**src/hw/rtl/pud_pkg.sv**
```systemverilog
// Shared types, character codes and helpers for the form-urlencoded percent decoder.
// No dependencies; the files that use it take names from here by scope.
`default_nettype none

package pud_pkg;

   // character codes
   localparam logic [7:0] PCT_CHAR   = 8'h25;
   localparam logic [7:0] PLUS_CHAR  = 8'h2B;
   localparam logic [7:0] SPACE_CHAR = 8'h20;

   // escape phase codes
   localparam logic [1:0] PH_IDLE  = 2'd0;   // no escape pending
   localparam logic [1:0] PH_PCT   = 2'd1;   // '%' seen
   localparam logic [1:0] PH_DIGIT = 2'd2;   // '%' and one hex digit seen

   // default depth of the bundle queue between front and back
   localparam int unsigned QUEUE_DEPTH = 4;

   // decoded bytes that one input word settles, oldest in data[0]
   typedef struct packed {
      logic [1:0]      count;   // 1 to 3 valid bytes
      logic [2:0][7:0] data;
      logic            last;    // final byte of the bundle ends the string
   } pud_bundle_type;

   // front status seen by the top level
   typedef struct packed {
      logic [1:0] phase;
      logic       escape_open;
   } pud_front_status_type;

   typedef struct packed {
      logic       ok;
      logic [3:0] nib;
   } pud_hex_type;

   // hex digit of either case to its value
   function automatic pud_hex_type hex_decode(input logic [7:0] c);
      pud_hex_type r;
      r.ok  = 1'b0;
      r.nib = 4'd0;
      if (c >= 8'h30 && c <= 8'h39) begin
         r.ok  = 1'b1;
         r.nib = c[3:0];
      end else if ((c >= 8'h41 && c <= 8'h46) || (c >= 8'h61 && c <= 8'h66)) begin
         r.ok  = 1'b1;
         r.nib = c[3:0] + 4'd9;
      end
      return r;
   endfunction

   // '+' stands for a space
   function automatic logic [7:0] map_plus(input logic [7:0] c);
      return (c == PLUS_CHAR) ? SPACE_CHAR : c;
   endfunction

endpackage

`default_nettype wire

```
**src/hw/rtl/pud_req_if.sv**
```systemverilog
// Input channel of the percent decoder: one raw byte and an end-of-string flag per word.
// No dependencies.
`default_nettype none

interface pud_req_if;
   logic       valid;
   logic       ready;
   logic [7:0] in_byte;
   logic       in_last;

   modport source (output valid, output in_byte, output in_last, input ready);
   modport sink   (input valid, input in_byte, input in_last, output ready);
endinterface

`default_nettype wire

```
**src/hw/rtl/pud_rsp_if.sv**
```systemverilog
// Result channel of the percent decoder: one decoded byte and an end-of-string flag per word.
// No dependencies.
`default_nettype none

interface pud_rsp_if;
   logic       valid;
   logic       ready;
   logic [7:0] out_byte;
   logic       out_last;

   modport source (output valid, output out_byte, output out_last, input ready);
   modport sink   (input valid, input out_byte, input out_last, output ready);
endinterface

`default_nettype wire

```
**src/hw/rtl/pud_front.sv**
```systemverilog
// Front end: accepts raw bytes, tracks the escape phase and builds decoded bundles.
// Depends on pud_pkg.
`default_nettype none

module pud_front (
   input  wire logic                          clock,
   input  wire logic                          reset,
   input  wire logic                          in_valid,
   output logic                               in_ready,
   input  wire logic [7:0]                    in_byte,
   input  wire logic                          in_last,
   output logic                               push,
   input  wire logic                          queue_full,
   output pud_pkg::pud_bundle_type            bundle,
   output pud_pkg::pud_front_status_type      status
);

   logic [1:0] phase_ff, phase_in;
   logic [7:0] held_ff, held_in;

   pud_pkg::pud_hex_type cur_hex, held_hex;
   logic       accept;
   logic       p_emit;
   logic [7:0] p_byte;
   logic [1:0] p_phase;

   assign in_ready = !queue_full;
   assign accept   = in_valid && in_ready;

   assign status.phase       = phase_ff;
   assign status.escape_open = (phase_ff != pud_pkg::PH_IDLE);

   // plain-state handling of the current byte
   always_comb begin
      cur_hex  = pud_pkg::hex_decode(in_byte);
      held_hex = pud_pkg::hex_decode(held_ff);
      if (in_byte == pud_pkg::PCT_CHAR) begin
         p_emit  = in_last;
         p_byte  = pud_pkg::PCT_CHAR;
         p_phase = in_last ? pud_pkg::PH_IDLE : pud_pkg::PH_PCT;
      end else begin
         p_emit  = 1'b1;
         p_byte  = pud_pkg::map_plus(in_byte);
         p_phase = pud_pkg::PH_IDLE;
      end
   end

   // bundle and next phase by current phase
   always_comb begin
      bundle.data  = '0;
      bundle.count = 2'd0;
      bundle.last  = in_last;
      phase_in     = phase_ff;
      held_in      = held_ff;
      case (phase_ff)
         pud_pkg::PH_PCT: begin
            if (cur_hex.ok && !in_last) begin
               held_in  = in_byte;
               phase_in = pud_pkg::PH_DIGIT;
            end else begin
               bundle.data[0] = pud_pkg::PCT_CHAR;
               bundle.data[1] = p_byte;
               bundle.count   = 2'd1 + {1'b0, p_emit};
               phase_in       = p_phase;
            end
         end
         pud_pkg::PH_DIGIT: begin
            if (cur_hex.ok && held_hex.ok) begin
               bundle.data[0] = {held_hex.nib, cur_hex.nib};
               bundle.count   = 2'd1;
               phase_in       = pud_pkg::PH_IDLE;
            end else begin
               // bad second digit: '%' and the held digit go out literally
               bundle.data[0] = pud_pkg::PCT_CHAR;
               bundle.data[1] = pud_pkg::map_plus(held_ff);
               bundle.data[2] = p_byte;
               bundle.count   = 2'd2 + {1'b0, p_emit};
               phase_in       = p_phase;
            end
         end
         default: begin
            bundle.data[0] = p_byte;
            bundle.count   = {1'b0, p_emit};
            phase_in       = p_phase;
         end
      endcase
   end

   assign push = accept && (bundle.count != 2'd0);

   always_ff @(posedge clock) begin
      if (reset) begin
         phase_ff <= pud_pkg::PH_IDLE;
         held_ff  <= 8'd0;
      end else if (accept) begin
         phase_ff <= phase_in;
         held_ff  <= held_in;
      end
   end

endmodule

`default_nettype wire

```
**src/hw/rtl/pud_queue.sv**
```systemverilog
// Small bundle queue between front and back, flip-flop storage.
// Depends on pud_pkg.
`default_nettype none

module pud_queue #(
   parameter int unsigned DEPTH = pud_pkg::QUEUE_DEPTH
) (
   input  wire logic                     clock,
   input  wire logic                     reset,
   input  wire logic                     push,
   input  wire pud_pkg::pud_bundle_type  push_bundle,
   output logic                          full,
   input  wire logic                     pop,
   output logic                          head_valid,
   output pud_pkg::pud_bundle_type       head_bundle
);

   localparam int unsigned PTR_W = (DEPTH > 1) ? $clog2(DEPTH) : 1;
   localparam int unsigned CNT_W = $clog2(DEPTH + 1);

   pud_pkg::pud_bundle_type slots_ff [DEPTH];
   logic [PTR_W-1:0] wr_ptr_ff, wr_ptr_in;
   logic [PTR_W-1:0] rd_ptr_ff, rd_ptr_in;
   logic [CNT_W-1:0] count_ff, count_in;

   assign full        = (count_ff == CNT_W'(DEPTH));
   assign head_valid  = (count_ff != '0);
   assign head_bundle = slots_ff[rd_ptr_ff];

   // pointer wrap and fill count
   always_comb begin
      wr_ptr_in = wr_ptr_ff;
      rd_ptr_in = rd_ptr_ff;
      count_in  = count_ff;
      if (push) begin
         wr_ptr_in = (wr_ptr_ff == PTR_W'(DEPTH - 1)) ? '0 : wr_ptr_ff + 1'b1;
      end
      if (pop) begin
         rd_ptr_in = (rd_ptr_ff == PTR_W'(DEPTH - 1)) ? '0 : rd_ptr_ff + 1'b1;
      end
      if (push && !pop) begin
         count_in = count_ff + 1'b1;
      end else if (pop && !push) begin
         count_in = count_ff - 1'b1;
      end
   end

   always_ff @(posedge clock) begin
      if (reset) begin
         wr_ptr_ff <= '0;
         rd_ptr_ff <= '0;
         count_ff  <= '0;
      end else begin
         wr_ptr_ff <= wr_ptr_in;
         rd_ptr_ff <= rd_ptr_in;
         count_ff  <= count_in;
      end
   end

   always_ff @(posedge clock) begin
      if (push) begin
         slots_ff[wr_ptr_ff] <= push_bundle;
      end
   end

endmodule

`default_nettype wire

```
**src/hw/rtl/pud_back.sv**
```systemverilog
// Back end: holds one bundle, sends a byte per cycle while out_ready.
// Depends on pud_pkg.
`default_nettype none

module pud_back (
   input  wire logic                     clock,
   input  wire logic                     reset,
   input  wire logic                     head_valid,
   input  wire pud_pkg::pud_bundle_type  head_bundle,
   output logic                          pop,
   output logic                          out_valid,
   input  wire logic                     out_ready,
   output logic [7:0]                    out_byte,
   output logic                          out_last
);

   pud_pkg::pud_bundle_type cur_ff;
   logic       valid_ff;
   logic [1:0] idx_ff;
   logic       fire;
   logic       final_byte;

   assign final_byte = (idx_ff == cur_ff.count - 2'd1);
   assign fire       = valid_ff && out_ready;
   assign pop        = head_valid && (!valid_ff || (fire && final_byte));

   assign out_valid = valid_ff;
   assign out_byte  = cur_ff.data[idx_ff];
   assign out_last  = cur_ff.last && final_byte;

   // load the next bundle as soon as the current one is spent
   always_ff @(posedge clock) begin
      if (reset) begin
         valid_ff <= 1'b0;
         idx_ff   <= 2'd0;
      end else if (pop) begin
         valid_ff <= 1'b1;
         idx_ff   <= 2'd0;
      end else if (fire && final_byte) begin
         valid_ff <= 1'b0;
      end else if (fire) begin
         idx_ff <= idx_ff + 2'd1;
      end
   end

   always_ff @(posedge clock) begin
      if (pop) begin
         cur_ff <= head_bundle;
      end
   end

endmodule

`default_nettype wire

```
**src/hw/rtl/form_url_percent_decoder.sv**
```systemverilog
// Top level of the form-urlencoded percent decoder: front, bundle queue and back.
// Depends on pud_pkg, pud_req_if, pud_rsp_if, pud_front, pud_queue, pud_back.
//
//  channel   dir   word                   handshake
//  req_bus   in    in_byte[7:0], in_last  valid/ready, taken when both high
//  rsp_bus   out   out_byte[7:0], out_last valid/ready, taken when both high
//
// One raw byte is accepted per cycle while the queue is not full. Each becomes 0 to
// 3 decoded bytes; the back end sends one per cycle while rsp_bus.ready is high, so
// a 2- or 3-byte bundle holds it while the QUEUE_DEPTH-entry bundle queue keeps the
// front taking bytes. Results are registered in the queue and then in the back end.
// req_bus.ready drops only while the queue is full; rsp stalls back up into the queue.
// Synchronous reset clears the escape phase, the queue pointers and the output stage.
`default_nettype none

module form_url_percent_decoder #(
   parameter int unsigned QUEUE_DEPTH = pud_pkg::QUEUE_DEPTH
) (
   input  wire logic  clock,
   input  wire logic  reset,
   pud_req_if.sink    req_bus,
   pud_rsp_if.source  rsp_bus
);

   pud_pkg::pud_bundle_type       push_bundle, head_bundle;
   pud_pkg::pud_front_status_type front_status;
   logic q_push, q_full, q_pop, q_valid;

   pud_front u_front (
      .clock      (clock),
      .reset      (reset),
      .in_valid   (req_bus.valid),
      .in_ready   (req_bus.ready),
      .in_byte    (req_bus.in_byte),
      .in_last    (req_bus.in_last),
      .push       (q_push),
      .queue_full (q_full),
      .bundle     (push_bundle),
      .status     (front_status)
   );

   pud_queue #(
      .DEPTH (QUEUE_DEPTH)
   ) u_queue (
      .clock       (clock),
      .reset       (reset),
      .push        (q_push),
      .push_bundle (push_bundle),
      .full        (q_full),
      .pop         (q_pop),
      .head_valid  (q_valid),
      .head_bundle (head_bundle)
   );

   pud_back u_back (
      .clock       (clock),
      .reset       (reset),
      .head_valid  (q_valid),
      .head_bundle (head_bundle),
      .pop         (q_pop),
      .out_valid   (rsp_bus.valid),
      .out_ready   (rsp_bus.ready),
      .out_byte    (rsp_bus.out_byte),
      .out_last    (rsp_bus.out_last)
   );

   // queue is never written while full
   a_no_overflow: assert property (@(posedge clock) disable iff (reset)
      q_push |-> !q_full)
      else $error("bundle queue written while full");

   // back end only pops a filled queue
   a_no_underflow: assert property (@(posedge clock) disable iff (reset)
      q_pop |-> q_valid)
      else $error("bundle queue popped while empty");

   // end of string always closes any open escape
   a_last_closes: assert property (@(posedge clock) disable iff (reset)
      (req_bus.valid && req_bus.ready && req_bus.in_last)
      |=> !front_status.escape_open)
      else $error("escape still open after end of string");

endmodule

`default_nettype wire

```
**src/flat_wrapper.sv**
```systemverilog
// flat-port wrapper written by rule: the top's interface ports become plain ports
module form_url_percent_decoder_flat 
#(
   parameter int unsigned QUEUE_DEPTH = pud_pkg::QUEUE_DEPTH
)
  (clock, reset, req_bus_valid, req_bus_in_byte, req_bus_in_last, req_bus_ready, rsp_bus_valid, rsp_bus_out_byte, rsp_bus_out_last, rsp_bus_ready);
  pud_req_if req_bus_i ();
  pud_rsp_if rsp_bus_i ();
  input  wire logic clock;
  input  wire logic reset;
  input wire logic [$bits(req_bus_i.valid)-1:0] req_bus_valid;
  input wire logic [$bits(req_bus_i.in_byte)-1:0] req_bus_in_byte;
  input wire logic [$bits(req_bus_i.in_last)-1:0] req_bus_in_last;
  output wire logic [$bits(req_bus_i.ready)-1:0] req_bus_ready;
  output wire logic [$bits(rsp_bus_i.valid)-1:0] rsp_bus_valid;
  output wire logic [$bits(rsp_bus_i.out_byte)-1:0] rsp_bus_out_byte;
  output wire logic [$bits(rsp_bus_i.out_last)-1:0] rsp_bus_out_last;
  input wire logic [$bits(rsp_bus_i.ready)-1:0] rsp_bus_ready;
  assign req_bus_i.valid = req_bus_valid;
  assign req_bus_i.in_byte = req_bus_in_byte;
  assign req_bus_i.in_last = req_bus_in_last;
  assign req_bus_ready = req_bus_i.ready;
  assign rsp_bus_valid = rsp_bus_i.valid;
  assign rsp_bus_out_byte = rsp_bus_i.out_byte;
  assign rsp_bus_out_last = rsp_bus_i.out_last;
  assign rsp_bus_i.ready = rsp_bus_ready;
  form_url_percent_decoder #(.QUEUE_DEPTH(QUEUE_DEPTH)) u_core (.clock(clock), .reset(reset), .req_bus(req_bus_i), .rsp_bus(rsp_bus_i));
endmodule
```
**config.mk**
```make
export PLATFORM = sky130hd
export DESIGN_NAME = form_url_percent_decoder_flat
export DESIGN_NICKNAME = d
export VERILOG_FILES = /design/src/hw/rtl/pud_pkg.sv /design/src/hw/rtl/pud_req_if.sv /design/src/hw/rtl/pud_rsp_if.sv /design/src/hw/rtl/pud_front.sv /design/src/hw/rtl/pud_queue.sv /design/src/hw/rtl/pud_back.sv /design/src/hw/rtl/form_url_percent_decoder.sv /design/src/flat_wrapper.sv
export SDC_FILE = /design/constraint.sdc
export NUM_CORES = 1
export LEC_CHECK = 0
export BUFFER_PORTS_ARGS = -buffer_cell sky130_fd_sc_hd__buf_2
export CAP_MARGIN = 0
export CORE_UTILIZATION = 60
export CTS_CLUSTER_DIAMETER = 120
export DETAILED_ROUTE_END_ITERATION = 8
export PLACE_DENSITY = 0.77
export REMOVE_ABC_BUFFERS = 1
export SYNTH_ARGS = -nofsm -noshare
export SYNTH_HDL_FRONTEND = slang
export SYNTH_SLANG_ARGS = --single-unit
```
**constraint.sdc**
```tcl
create_clock -name clock -period 7.7 [get_ports clock]
set_input_delay 0.385 -clock clock [delete_from_list [all_inputs] [get_ports clock]]
set_output_delay 0.385 -clock clock [all_outputs]
set_load 0.01 [all_outputs]
```
==> impl_metrics.tcl, run 1 <==
set metrics [dict create \
    outcome "completed" \
    async_reset_ff_frac 0 \
    synth_cell_types 61 \
    grt_pass1_vias 3759 \
    max-vdd-ir-drop_mv 0.1741 \
    grt_max_degree 31 \
    cts_buffers 17 \
    fillers 681 \
    ys_seq_area_frac 0.6639 \
    ys_ff_latch 155 \
    yosys.area.top_type "edfxtp_1" \
    cp.required_ns 8.16 \
    grt_overflow 0 \
    cts_sinks 155 \
    pre_cts_ws_ns 4.132 \
    ant_nets 0 \
    dpl.cell_count 574 \
    dieArea_um2 11610 \
    via_count 3747 \
    core_um2 10890 \
    first_pass_iters 4 \
    totalPowerFinal_mw 2.470 \
    path_cells "inv_1 > ha_1 > nor2_1 > o21ai_0 > a21oi_2 > nor2_1 > ha_1 > inv_1 > fa_1 > xor2_1 > or3_1 > a21oi_1" \
    synth_edf_count 135 \
    cts_root_buf "clkbuf_8" \
    start_util 0.6162 \
    fin_cells 606 \
    antenna_found_initial 0 \
    final_nets 481 \
    cp_top_family "adder cells" \
    drive_above_1_share 0.2339 \
    setup_ws_ns 4.205 \
    rsz0062_at_grt "false" \
    drt-initial-drc-count 234 \
    fp.dieH_um 107.7 \
    post_cts_buffers 0 \
    clkLatencyLatePin_ns 0.53 \
    post_synth_most_frequent_cells "edfxtp_1 (135), mux4_2 (27), nor2_1 (25)" \
    io_pins 24 \
    regArea_um2 4456 \
    placed_area_um2 6992 \
    setup_violations 0 \
    final.setup.tns_ns 0 \
    finalMaxSlewViolations 0 \
    p_leak_nw 2.477 \
    syn_inst 423 \
    syn_avg_cell_area_um2 15.86 \
    io_buffers 23 \
    cap_violations 0 \
    start_kind "flop" \
    multi_input_area_um2 2122 \
    holdBufCountCts 0 \
    htreeDepth 4 \
    cp.arrival_ns 3.95 \
    post_drt_wl_per_cell_um 21.11 \
    endpoint_kind "flop" \
    drc 0 \
    min_period_ns 3.495 \
    antenna_cells 0 \
    synth_top_area_frac 0.6043 \
    cp_max_fo 24 \
    crit_path_top_delay_cell "ha_1" \
    power_density_nw_per_um2 326.2 \
    worst_pin_slew_ns 0.8351 \
    clk_pin_slew_worst_paths_ns 0.07 \
    cts_resized 0 \
    critPathBufInv 2 \
    ys.flop_type "edfxtp_1" \
    routed_via_density 6.183 \
    utilization 0.6954 \
    min_path_type "in2reg" \
    dp_hpwl_mm 7.718 \
    synth_area_leaders "edfxtp_1 (60%), mux4_2 (9.1%), dfxtp_1 (6.0%)" \
    fin_worst_hold_slack_ns 0.1652 \
    die_w_um 107.7 \
    slowest_delay_ns 0.78 \
    crit_type "reg2reg" \
    grt_pass1_wl_mm 20.35 \
    fin_skew_ns 0.009566 \
    hold_violations 0 \
    rows 38 \
    syn-cell-area_um2 6709 \
    fmax_mhz 286.1 \
    cts_tree "yes" \
    relSlewSlack 0.4424 \
    fin_crit_sh 0.4539 \
    synth_most_common_cell "edfxtp_1" \
    place_congestion 0.9405 \
    cts.path.max_buffers 2 \
    grtUsageTotal 0.2432 \
    area_growth_pct 12.85 \
    drt_wl_total_mm 12.79 \
    synth_warnings 0 \
    post-route-cell-area_um2 7571 \
]
## flip-flops by register name, indices dropped and copies added, names as in the netlist
register	cells
u_core.u_queue.rd_ptr_ff	2
u_core.u_queue.wr_ptr_ff	2
u_core.u_back.idx_ff	2
u_core.u_front.phase_ff	2
u_core.u_back.out_valid	1
u_core.u_queue.count_ff	3
u_core.u_front.held_ff	8
u_core.u_queue.slots_ff	108
u_core.u_back.cur_ff	27
## metal layers
metal,up-vias,track usage,share of wire
li1,1731,-,-
met1,1875,0.3313,0.44
met2,125,0.3851,0.49
met3,16,0.05085,0.050
met4,0,0.09785,0.013
met5,-,0,0
## cell families after synthesis
| logic type | count (synthesis) | synth area share |
|---|---|---|
| buf+inv | 36 | 0.02312 |
| compound gates | 65 | 0.07106 |
| flops | 155 | 0.6639 |
| fa+ha+maj | 15 | 0.02909 |
| simple gates | 99 | 0.08486 |
| xor+xnor | 9 | 0.01175 |
| mux | 44 | 0.1162 |
## layout make-up
cell class | count | area share
clock buffer | 17 | 0.05470
clock inverter | 15 | 0.02181
inverter | 15 | 0.007437
multi-input combinational | 232 | 0.2803
sequential | 155 | 0.5885
tap | 140 | 0.02314
timing repair buffer | 32 | 0.02413
## cell usage in the layout, fill, tap and decap left out, types with 4 or more instances in the layout
cell / Yosys / layout
edfxtp_1: 135 / 135
mux4_2: 27 / 27
nor2_1: 25 / 24
buf_2: 1 / 23
dfxtp_1: 20 / 19
nand2_1: 18 / 18
mux2i_1: 16 / 16
clkbuf_16: 0 / 16
inv_1: 15 / 15
o21ai_0: 14 / 14
ha_1: 14 / 14
a21oi_1: 12 / 12
buf_4: 1 / 9
nand3_1: 8 / 8
a32oi_1: 7 / 7
and3_1: 6 / 6
a22o_1: 6 / 6
nor3b_1: 9 / 5
xor2_1: 5 / 5
nand2b_1: 4 / 4
xnor2_1: 4 / 4
nor3_1: 4 / 4
nor3b_2: 0 / 4
inv_6: 0 / 4
## worst paths after layout
kind,depth (start not counted),startpoint,slack (ns),endpoint
hold reg to reg,2,u_core.u_queue.count_ff[2],0.51,u_core.u_queue.count_ff[2]
setup / recovery,12,u_core.u_front.phase_ff[0],4.21,u_core.u_queue.count_ff[2]
setup reg to reg,12,u_core.u_front.phase_ff[0],4.21,u_core.u_queue.count_ff[2]
hold / removal,2,req_bus_in_byte[6],0.17,u_core.u_front.held_ff[4]
## power by group
part | leakage [nW] | switching [mW] | internal, mW | total [mW]
Clock | 0.277 | 0.339 | 0.467 | 0.806
Sequential | 1.39 | 0.0446 | 1.10 | 1.15
Combinational | 0.808 | 0.283 | 0.233 | 0.516
Total | 2.48 | 0.667 | 1.80 | 2.47
(Power assumes the default switching activity.)
==> inputs of run 2 (changes only) <==
--- a/config.mk
+++ b/config.mk
@@ -7,10 +7,10 @@
 export LEC_CHECK = 0
 export BUFFER_PORTS_ARGS = -buffer_cell sky130_fd_sc_hd__buf_2
 export CAP_MARGIN = 0
-export CORE_UTILIZATION = 60
+export CORE_UTILIZATION = 55
 export CTS_CLUSTER_DIAMETER = 120
 export DETAILED_ROUTE_END_ITERATION = 8
-export PLACE_DENSITY = 0.77
+export PLACE_DENSITY = 0.74
 export REMOVE_ABC_BUFFERS = 1
 export SYNTH_ARGS = -nofsm -noshare
 export SYNTH_HDL_FRONTEND = slang
==> constraint.sdc (replaced) <==
create_clock -name clock -period 3.1 [get_ports clock]
set_input_delay 0.155 -clock clock [delete_from_list [all_inputs] [get_ports clock]]
set_output_delay 0.155 -clock clock [all_outputs]
set_load 0.01 [all_outputs]
==> impl_metrics.tcl, run 2 (synthesized netlist as in run 1, its figures left out) <==
set metrics [dict create \
    cp.required_ns 3.45 \
    place_congestion 0.8912 \
    cts_buffers 17 \
    worst_pin_slew_ns 0.7964 \
    clk_pin_slew_worst_paths_ns 0.06 \
    layout_commonest_cell "edfxtp_1" \
    cts_tree "yes" \
    hold_violations 0 \
    relSlewSlack 0.4680 \
    critPathBufInv 1 \
    core_um2 11660 \
    fin_skew_ns 0.01012 \
    crit_type "reg2reg" \
    pre_cts_ws_ns 0.1177 \
    drive_above_1_share 0.2558 \
    start_util 0.5753 \
    top_register "u_core.u_queue.slots_ff" \
    grt_pass1_vias 3780 \
    io_buffers 23 \
    totalPowerFinal_mw 6.416 \
    grt_max_degree 30 \
    slowest_delay_ns 0.54 \
    endpoint_kind "flop" \
    placed_area_um2 7098 \
    path_cells "or4b_1 > a311oi_1 > o22ai_1 > a21oi_2 > nor2_1 > ha_1 > inv_1 > fa_1 > xor2_1 > or3_1 > a21oi_1" \
    fin_worst_hold_slack_ns 0.04472 \
    cts_root_buf "clkbuf_16" \
    post_drt_wl_per_cell_um 21.29 \
    power_density_nw_per_um2 827.9 \
    largest_reg_flops 108 \
    min_path_type "in2reg" \
    min_period_ns 2.898 \
    rows 39 \
    fp.dieH_um 112.4 \
    setup_ws_ns 0.2018 \
    rsz0062_at_grt "false" \
    cts_resized 0 \
    cp_max_fo 5 \
    p_leak_nw 2.569 \
    grtUsageTotal 0.2248 \
    cp_top_family "compound AO/OA/AOI/OAI gates" \
    finalMaxSlewViolations 0 \
    fmax_mhz 345.0 \
    cap_violations 0 \
    fin_crit_sh 0.9349 \
    antenna_found_initial 0 \
    htreeDepth 4 \
    max-vdd-ir-drop_mv 0.5649 \
    cts_sinks 155 \
    drt-initial-drc-count 314 \
    die_w_um 112.4 \
    grt_pass1_wl_mm 20.49 \
    worst-r2r-setup-slack_ns 0.20 \
    holdBufCountCts 0 \
    routed_via_density 6.190 \
    area_growth_pct 15.52 \
    ant_nets 0 \
    drt_wl_total_mm 13.20 \
    fillers 777 \
    cp.arrival_ns 3.24 \
    setup_violations 0 \
    crit_path_top_delay_cell "or4b_1" \
    dpl.cell_count 589 \
    dieArea_um2 12640 \
    dp_hpwl_mm 8.202 \
    drc 0 \
    post-route-cell-area_um2 7750 \
    start_kind "flop" \
    via_count 3838 \
    reg_top3 "u_core.u_queue.slots_ff: 108 flops, u_core.u_back.cur_ff: 27 flops, u_core.u_front.held_ff: 8 flops" \
    cts.path.max_buffers 2 \
    final_cell_mix "edfxtp_1 (135), mux4_2 (27), nor2_1 (24)" \
    final_nets 493 \
    post_cts_buffers 0 \
    outcome "completed" \
    antenna_cells 0 \
    io_pins 24 \
    grt_overflow 0 \
    clkLatencyLatePin_ns 0.43 \
    fin_cells 620 \
    first_pass_iters 5 \
]
## run 2: final timing paths
kind	startpoint	end	cells after the start
worst max-delay path	u_core.u_front.held_ff[7]	u_core.u_queue.count_ff[2]	11
worst max register to register	u_core.u_front.held_ff[7]	u_core.u_queue.count_ff[2]	11
worst min register to register	u_core.u_front.held_ff[7]	u_core.u_front.held_ff[7]	1
worst min-delay path	req_bus_in_byte[6]	u_core.u_front.held_ff[4]	2
## run 2: final cells by class
cell class	instances	area, um^2	area share
Sequential cell	155	4458	0.5752
Multi-Input combinational cell	232	2126	0.2743
Clock buffer	17	425.4	0.05489
Timing Repair Buffer	44	285.3	0.03681
Clock inverter	14	220.2	0.02841
Tap cell	143	178.9	0.02309
Inverter	15	56.30	0.007265
## run 2: layer usage
| metal | GRT usage | up-vias | part of all wire |
|---|---|---|---|
| li1 | - | 1751 | - |
| met1 | 0.2961 | 1934 | 0.44 |
| met3 | 0.05778 | 18 | 0.060 |
| met2 | 0.3586 | 135 | 0.48 |
| met5 | 0 | - | 0 |
| met4 | 0.09511 | 0 | 0.021 |
## run 2: where the power goes
part           internal (mW)  total, mW  switching, mW
clock network           1.43       2.24          0.817
logic                  0.605       1.26          0.653
registers               2.74       2.91          0.174
total                   4.77       6.42           1.64
## run 2: metrics by stage
step / util / TNS, ns
floorplan: - / -154.95
global placement: 0.6086 / 0
detailed placement: 0.6086 / 0
CTS: 0.6640 / 0
global route: 0.6645 / 0
finish: 0.6645 / 0
==> inputs of run 3 (changes only) <==
--- a/config.mk
+++ b/config.mk
@@ -5,13 +5,14 @@
 export SDC_FILE = /design/constraint.sdc
 export NUM_CORES = 1
 export LEC_CHECK = 0
-export BUFFER_PORTS_ARGS = -buffer_cell sky130_fd_sc_hd__buf_2
+export BUFFER_PORTS_ARGS = -buffer_cell sky130_fd_sc_hd__clkbuf_2
 export CAP_MARGIN = 0
 export CORE_UTILIZATION = 55
 export CTS_CLUSTER_DIAMETER = 120
 export DETAILED_ROUTE_END_ITERATION = 8
 export PLACE_DENSITY = 0.74
 export REMOVE_ABC_BUFFERS = 1
+export SKIP_CTS_REPAIR_TIMING = 1
 export SYNTH_ARGS = -nofsm -noshare
 export SYNTH_HDL_FRONTEND = slang
 export SYNTH_SLANG_ARGS = --single-unit
==> impl_metrics.tcl, run 3 (synthesized netlist as in run 1, its figures left out) <==
set metrics [dict create \
    largest_reg_flops 108 \
    start_util 0.5753 \
    cts_buffers 17 \
    cp_max_fo 6 \
    rsz0062_at_grt "false" \
    dp_hpwl_mm 8.435 \
    worst_pin_slew_ns 0.7661 \
    endpoint_kind "flop" \
    ant_nets 0 \
    antenna_found_initial 0 \
    top_register "u_core.u_queue.slots_ff" \
    dieArea_um2 12640 \
    grt_pass1_vias 3849 \
    final_cell_mix "edfxtp_1 (135), mux4_2 (27), nor2_1 (24)" \
    cp.required_ns 3.44 \
    io_buffers 23 \
    max-vdd-ir-drop_mv 0.6366 \
    final_nets 493 \
    outcome "completed" \
    htreeDepth 4 \
    crit_type "reg2reg" \
    drt-initial-drc-count 259 \
    fin_crit_sh 0.9244 \
    critPathLaunch "u_core.u_back.cur_ff[26]" \
    min_from "req_bus_in_byte[6]" \
    via_count 3812 \
    fmax_mhz 349.0 \
    clkLatencyLatePin_ns 0.41 \
    min_path_cells 2 \
    grt_overflow 0 \
    drt_wl_total_mm 13.16 \
    reg_top3 "u_core.u_queue.slots_ff: 108 flops, u_core.u_back.cur_ff: 27 flops, u_core.u_front.held_ff: 8 flops" \
    use_met1 0.3032 \
    cts_root_buf "clkbuf_16" \
    drive_above_1_share 0.2469 \
    fp.dieH_um 112.4 \
    place_congestion 0.9024 \
    die_w_um 112.4 \
    p_leak_nw 2.602 \
    grt_max_degree 30 \
    worst-r2r-setup-slack_ns 0.23 \
    fin_worst_hold_slack_ns 0.06326 \
    area_growth_pct 15.93 \
    cts_tree "yes" \
    grt_pass1_wl_mm 20.95 \
    first_pass_iters 5 \
    r2r_start "u_core.u_back.cur_ff[26]" \
    layout_commonest_cell "edfxtp_1" \
    cap_violations 0 \
    post_drt_wl_per_cell_um 21.19 \
    globalRouteMet2Util 0.3727 \
    start_kind "flop" \
    fin_skew_ns 0.006336 \
    utilization 0.6669 \
    cts_sinks 155 \
    routed_via_density 6.138 \
    antenna_cells 0 \
    io_pins 24 \
    dpl.cell_count 589 \
    cp.arrival_ns 3.20 \
    grtUsageTotal 0.2285 \
    rows 39 \
    rr_worst_depth 11 \
    cts.path.max_buffers 2 \
    totalPowerFinal_mw 6.400 \
    min_period_ns 2.866 \
    drc 0 \
    busiest_layer "met2" \
    min_path_type "in2reg" \
    setup_violations 0 \
    relSlewSlack 0.4882 \
    power_density_nw_per_um2 822.9 \
    finalMaxSlewViolations 0 \
    hold_violations 0 \
    fin_cells 621 \
    clk_pin_slew_worst_paths_ns 0.06 \
    grtUsageMet3 0.04644 \
    core_um2 11660 \
]
-- run 3: cell count changes in the layout (fill, tap and decap cells not counted), sizes merged --
cell	previous run	this run
buf	44	21
clkinv	4	3
clkbuf	17	46
inv	17	15
clkinvlp	3	1
-- run 3: area by class of cell --
cell class | instances | area, um^2
Fill cell | 768 | 3885
Inverter | 15 | 56.30
Timing Repair Buffer | 44 | 310.3
Multi-Input combinational cell | 232 | 2136
Clock inverter | 9 | 171.4
Tap cell | 143 | 178.9
Sequential cell | 155 | 4457
Clock buffer | 23 | 467.9
-- run 3: report_power, final --
part	internal [mW]	switching, mW	total [mW]
registers	2.74	0.121	2.86
clock network	1.47	0.758	2.22
logic	0.608	0.706	1.31
-- run 3: through the flow --
step / setup WS [ns] / instance area [um^2] / setup TNS, ns
floorplan: -1.427 / 6610 / -154.95
global placement: 0.2321 / 7123 / 0
detailed placement: 0.07977 / 7123 / 0
CTS: 0.1539 / 7762 / 0
global route: 0.02440 / 7777 / 0
finish: 0.2344 / 7777 / 0
-- run 3: critical path: stages, from the launching register on --
cell and delay [ns]:
edfxtp_1 0.37, xnor2_1 0.25, mux2i_1 0.12, a21boi_0 0.59
nor2_2 0.11, inv_1 0.09, ha_1 0.17, inv_1 0.06
fa_1 0.38, xor2_1 0.18, or3_1 0.31, a21oi_1 0.15
-- run 3: worst paths after layout --
kind | to
setup / recovery | u_core.u_queue.count_ff[2]
hold / removal | u_core.u_front.held_ff[4]
hold reg to reg | u_core.u_queue.count_ff[2]
setup reg to reg | u_core.u_queue.count_ff[2]
-- run 3: metal layers --
layer  share of wire  up-vias
met4           0.017        0
met2            0.49      104
met1            0.45     1931
li1                -     1758
met3           0.043       19
met5               0        -
